## src/rtl/gmcp_pkg.sv

```systemverilog
// shared widths, types and helpers for the grid minimum-cost path unit
package gmcp_pkg;

   localparam int MAX_ROWS  = 128;
   localparam int MAX_COLS  = 128;
   localparam int CELL_W    = 16;
   localparam int COST_W    = 24;
   localparam int CNT_W     = 8;
   localparam int ROW_IDX_W = (MAX_ROWS > 1) ? $clog2(MAX_ROWS) : 1;
   localparam int COL_IDX_W = (MAX_COLS > 1) ? $clog2(MAX_COLS) : 1;
   localparam int CSR_IDX_W = 1;

   localparam logic [CSR_IDX_W-1:0] CSR_ROW_COUNT = 1'b0;
   localparam logic [CSR_IDX_W-1:0] CSR_COL_COUNT = 1'b1;

   localparam logic [CNT_W-1:0] COUNT_RESET = CNT_W'(128);

   typedef logic signed [CELL_W-1:0] cell_type;
   typedef logic signed [COST_W-1:0] cost_type;
   typedef logic [ROW_IDX_W-1:0]     row_idx_type;
   typedef logic [COL_IDX_W-1:0]     col_idx_type;

   // control handed from the top level to the row line
   typedef struct packed {
      logic        shift_en;
      col_idx_type last_col;
   } line_ctrl_type;

   // index of the last row in use: zero counts as one, large counts saturate
   function automatic row_idx_type last_row_of(input logic [CNT_W-1:0] cnt);
      row_idx_type res;
      res = '0;
      if (cnt == '0) begin
         res = '0;
      end else if (32'(cnt) > MAX_ROWS) begin
         res = ROW_IDX_W'(MAX_ROWS - 1);
      end else begin
         res = ROW_IDX_W'(cnt - CNT_W'(1));
      end
      return res;
   endfunction

   function automatic col_idx_type last_col_of(input logic [CNT_W-1:0] cnt);
      col_idx_type res;
      res = '0;
      if (cnt == '0) begin
         res = '0;
      end else if (32'(cnt) > MAX_COLS) begin
         res = COL_IDX_W'(MAX_COLS - 1);
      end else begin
         res = COL_IDX_W'(cnt - CNT_W'(1));
      end
      return res;
   endfunction

   function automatic cost_type min_cost(input cost_type a, input cost_type b);
      return (a < b) ? a : b;
   endfunction

endpackage

```

## src/rtl/gmcp_cell.sv

```systemverilog
// one stage of the previous-row cost line
module gmcp_cell (
   input  logic              clock,
   input  logic              shift_en,
   input  logic              load_sel,
   input  gmcp_pkg::cost_type new_value,
   input  gmcp_pkg::cost_type next_value,
   output gmcp_pkg::cost_type value
);
   import gmcp_pkg::*;

   cost_type value_ff;
   cost_type value_in;

   // the insertion cell takes the fresh cost, the others take their neighbour's
   always_comb begin
      value_in = value_ff;
      if (shift_en) begin
         value_in = load_sel ? new_value : next_value;
      end
   end

   always_ff @(posedge clock) begin
      value_ff <= value_in;
   end

   assign value = value_ff;

endmodule

```

## src/rtl/gmcp_line.sv

```systemverilog
// chain of cells holding the previous row of partial costs
module gmcp_line (
   input  logic                   clock,
   input  gmcp_pkg::line_ctrl_type ctrl,
   input  gmcp_pkg::cost_type      new_value,
   output gmcp_pkg::cost_type      head_value
);
   import gmcp_pkg::*;

   cost_type cell_value [MAX_COLS];

   // a cost enters at the last column in use and reaches cell 0 one row later
   for (genvar i = 0; i < MAX_COLS; i++) begin : g_cell
      cost_type next_value;
      logic     load_sel;

      if (i == MAX_COLS - 1) begin : g_tail
         assign next_value = new_value;
      end else begin : g_body
         assign next_value = cell_value[i+1];
      end

      assign load_sel = (ctrl.last_col == COL_IDX_W'(i));

      gmcp_cell u_cell (
         .clock      (clock),
         .shift_en   (ctrl.shift_en),
         .load_sel   (load_sel),
         .new_value  (new_value),
         .next_value (next_value),
         .value      (cell_value[i])
      );
   end

   assign head_value = cell_value[0];

endmodule

```

## config.mk

```make
export PLATFORM = sky130hd
export DESIGN_NAME = gmcp_line
export DESIGN_NICKNAME = d
export VERILOG_FILES = /design/src/rtl/gmcp_pkg.sv /design/src/rtl/gmcp_cell.sv /design/src/rtl/gmcp_line.sv
export SDC_FILE = /design/constraint.sdc
export NUM_CORES = 2
export LEC_CHECK = 0
export BUFFER_PORTS_ARGS = -buffer_cell sky130_fd_sc_hd__buf_2
export CORE_ASPECT_RATIO = 1.75
export CORE_MARGIN = 1.5
export CORE_UTILIZATION = 33
export DETAILED_ROUTE_END_ITERATION = 8
export PLACE_DENSITY_LB_ADDON = 0.25
export SETUP_SLACK_MARGIN = 0.3
export SKIP_LAST_GASP = 1
export SYNTH_ARGS = -nofsm -noshare
export SYNTH_HDL_FRONTEND = slang
export SYNTH_SLANG_ARGS = --single-unit
```

## constraint.sdc

```tcl
create_clock -name clock -period 4.05 [get_ports clock]
set_clock_uncertainty 0.05 [all_clocks]
set_input_delay 0.405 -clock clock [delete_from_list [all_inputs] [get_ports clock]]
set_output_delay 0.405 -clock clock [all_outputs]
set_load 0.03 [all_outputs]
```

# After elaboration in Yosys (flattened, before gate mapping)
# Index checks and enable logic that the tools add are counted.
# W data, S select, Z words.
# op_classes
mux	127
n_reduce_logical	1
eq_ne	126
# op_table
op	n
$mux W24	127
$eq A7 B7 Y1 const B	63
$eq A7 B6 Y1 const B	32
$eq A7 B5 Y1 const B	16
$eq A7 B4 Y1 const B	8
$eq A7 B3 Y1 const B	4
$eq A7 B2 Y1 const B	2
$eq A7 B1 Y1 const B	1
$logic_not A7 Y1	1
# totals
register_bits	3072
inputBits	33
word_cells	382
output_inout_bits	24

# Logic depth before layout (Yosys ltp)
# logic_depth
ltp_word	2
mapped_depth	6
mapped_depth_nobuf	3

# Hierarchy
# From an unflattened synthesis, not the netlist that was laid out.
# unflattened
hier_cells	6710
hier_area_um2	143923.0
# by_module_without_submodules
module	cells_each	area_each_um2	n_inst	seq_area_each_um2
gmcp_cell	51	1117.3	128	720.7
gmcp_line	182	905.9	1	0.0

# Least setup slack after synthesis
# No wires, ideal clock.
# synth_timing
kind	input to register
from	in ctrl[4] (netlist bit)
to	reg g_cell[39].u_cell.value_ff[10] (data pin)
setup_ns	0.260
path_buffers	2
cell_stages	5
setup_slack_ns	1.940
arrival_ns	1.800
t_required_ns	3.740
path_cell_list	or3b_2 > clkbuf_1 > nor2_2 > buf_4 > mux2_2
# synth_between
elab_chain_cells	2
# synth_lines
item	line_no	text
start: declaration	gmcp_line.sv:4	input gmcp_pkg::line_ctrl_type ctrl,
$eq A7 B6 Y1	gmcp_line.sv:23	assign load_sel = (ctrl.last_col == COL_IDX_W'(i));
$mux W24	gmcp_cell.sv:19	value_in = load_sel ? new_value : next_value;
end signal: assignment	gmcp_cell.sv:24	value_ff <= value_in;
end: declaration	gmcp_cell.sv:12	cost_type value_ff;
# Every way passes these cells.
# A chain may end at the register's enable or synchronous reset.

# Worst setup path after layout
# layout_timing
from	in ctrl[0] (netlist bit)
to	reg g_cell[37].u_cell.value_ff[12] (data pin)
# layout_between
elab_chain_cells	2
# layout_lines
item	line_no
$eq A7 B6 Y1	gmcp_line.sv:23
$mux W24	gmcp_cell.sv:19
end signal: assignment	gmcp_cell.sv:24
end: declaration	gmcp_cell.sv:12
# Every way passes these cells.

==> flow_metrics.tcl <==
set metrics [dict create \
    leakage_nw 48.8 \
    path_max_fanout 24 \
    rsz0062_at_grt "no" \
    r2r_slack_ps 2880 \
    syn-mean-instance-area_um2 18.9 \
    finalWirelength_um 295000 \
    finalCritPeriodShare_pct 63.5 \
    nets 6894 \
    use_met3_pct 1.93 \
    num_vias 60200 \
    dr.pass1.iters 5 \
    synth_top_area_share_pct 70.8 \
    cp.depth 4 \
    final_common_cell "edfxtp_1" \
    ys_ff_latch 3072 \
    pwr-share-clk_pct 40.6 \
    die_w_um 478 \
    r2r_end "g_cell[0].u_cell.value[4]" \
    grt_pass1_vias 64800 \
    crit_path_start_kind "input port" \
    status "complete, no violations" \
    worstSetupStartpoint "ctrl[0]" \
    routedWlPerCell_um 23.9 \
    grt_pass1_wl_um 440000 \
    p_sw_share_pct 21.6 \
    dieArea_um2 399000 \
    clk_pin_slew_ps 60 \
    fmax_mhz 389 \
    largest_reg_flops 3072 \
    cts_tree "built" \
    path_cells "buf_2 -> nor4bb_4 -> nand2_1 -> mux2_2" \
    busiest_layer "met2" \
    p_comb_share_pct 5.0 \
    final_cell_mix "3072 x edfxtp_1, 3048 x mux2_2, 311 x clkbuf_16" \
    placement.io_buffers 56 \
    endpoint "g_cell[37].u_cell.value[12]" \
    r2r_cells 1 \
    htreeDepth 5 \
    drc_errors 0 \
    cts-buffers-inserted 306 \
    drive_above_1_share_pct 54.1 \
    cts_setup_buffers 0 \
    place_hpwl_um 167000 \
    cts_buffer_depth 4 \
    max_slew_margin_pct 26.1 \
    overflow 0 \
    gp_congestion 0.754 \
    critPathSlowestCell "nor4bb_4" \
    grt_max_degree 153 \
    rows 305 \
    yosys_warnings 0 \
    die_h_um 834 \
    ioPinCount 57 \
    synth_fp_nets 6935 \
    p_seq_share_pct 54.4 \
    use_met1_pct 17.1 \
    fillers 36300 \
    areaGrowthSynthToFinish_pct 12.2 \
    clock_sinks 3072 \
    grt_use_met2_pct 27.4 \
    critical_path_required_ps 4620 \
    cp-end-kind "flip-flop" \
    crit_arrival_ps 3140 \
    path_delay_family "simple AND/OR/NAND/NOR gates" \
    hold_viol 0 \
    drtIter0Drc 4743 \
    post_dp_cell_area_um2 137000 \
    grtUsageTotal_pct 14.6 \
    synth_top_area_cell "edfxtp_1" \
    worst-setup-path-type "in2reg" \
    seq_area_frac_synth_pct 70.8 \
    coreArea_um2 394000 \
    min_period_ps 2570 \
    slowest_delay_ps 920 \
    clk_latency_ps 900 \
    antenna_found_initial 17 \
    final-setup-viol-count 0 \
    worstHoldPathType "in2reg" \
    worst_pin_slew_ps 1110 \
    crit_buf_inv 1 \
    yosysUniqueCellTypes 23 \
    ir_drop_uv 354 \
    final_area_um2 146000 \
    synth_area_um2 130000 \
    via_per_inst 4.89 \
    power_per_cell_area_nw_per_um2 473 \
    p_switching_mw 15.0 \
    clockRootBuffer "clkbuf_16" \
    r2r_start "g_cell[1].u_cell.value[4]" \
    synth_cells 6902 \
    intPower_mw 54.2 \
    postRouteAntennaNets 0 \
    cap_violations 0 \
    synth_area_leaders "edfxtp_1 71%, mux2_2 26%, clkbuf_1 0.98%" \
    start_util_pct 33.1 \
    setup_tns_ps 0 \
    finalMaxSlewViolations 0 \
]
-- cell usage after synthesis (all sizes together) --
library cell,count
and4bb,3
nor3b,3
nor4,1
and3,1
buf,283
or3b,3
and3b,3
nor4bb,3
nand4b,4
edfxtp,3072
nor3,1
nand3,1
nand4,1
nand3b,3
or3,1
mux2,3048
nand2,88
nor4b,4
clkbuf,340
nor2,39
-- through the flow --
step | instances | hold slack (ps) | worst slack [ps] | power, mW | utilization, %
2_1_floorplan | 6902 | 454 | 1940 | 40.0 | -
3_3_place_gp | 11800 | 474 | 544 | 41.8 | 34.7
3_5_place_dp | 11800 | 480 | 568 | 41.9 | 34.7
4_1_cts | 12300 | 7.63 | 1550 | 70.2 | 37.1
5_1_grt | 12300 | 31.9 | 1370 | 71.6 | 37.1
6_report | 12300 | 43.8 | 1480 | 69.2 | 37.1
-- area by class of cell --
cell class / instances / area, µm² / share of cell area (%)
Antenna cell: 6 / 15.0 / 0.0103
Clock buffer: 369 / 8000 / 5.47
Clock inverter: 173 / 1590 / 1.09
Multi-Input combinational cell: 3207 / 35400 / 24.2
Sequential cell: 3072 / 92200 / 63.1
Tap cell: 5219 / 6530 / 4.46
Timing Repair Buffer: 274 / 2510 / 1.71
-- metal layers --
metal / wire [µm] / part of all wire (%)
met5: 13 / 0.0044
met1: 115000 / 39
met3: 10500 / 3.6
met2: 162000 / 55
met4: 7500 / 2.5
-- timing repair --
| item | in CTS | in global routing |
|---|---|---|
| setup endpoints to repair | 0 | 0 |
| hold endpoints to repair | 5 | 0 |
| hold buffers | 5 | 0 |
| resized for setup | 0 | 0 |
-- power groups by stage --
stage / combinational (mW) / clock [mW] / sequential [mW]
finish: 3.46 / 28.1 / 37.7
global route: 3.78 / 30.0 / 37.8
CTS: 3.57 / 28.9 / 37.7
detailed placement: 3.54 / 0 / 38.4
global placement: 3.47 / 0 / 38.3
floorplan: 1.95 / 0 / 38.1
-- kinds of logic (layout without fill, tap and decap cells) --
kind of cell | count (synthesis) | in the layout | synth area share [%]
DFF | 3072 | 3072 | 70.8
and+or+nand+nor | 159 | 159 | 0.756
other | 0 | 6 | 0
buffers and inverters | 623 | 816 | 2.15
muxes | 3048 | 3048 | 26.3
-- how the worst min path moves through the flow --
stage                                 from                     endpoint  slack (ps)  cells after the start
6_report                      new_value[8]  g_cell[127].u_cell.value[8]          40                      1
5_1_grt                       new_value[8]  g_cell[127].u_cell.value[8]          30                      1
4_1_cts                       new_value[8]  g_cell[127].u_cell.value[8]           8                      1
3_5_place_dp    g_cell[75].u_cell.value[2]   g_cell[74].u_cell.value[2]         480                      1
3_3_place_gp   g_cell[70].u_cell.value[17]  g_cell[69].u_cell.value[17]         470                      1
2_1_floorplan                 new_value[0]  g_cell[127].u_cell.value[0]         450                      0
Power figures use the tool's default switching activity.
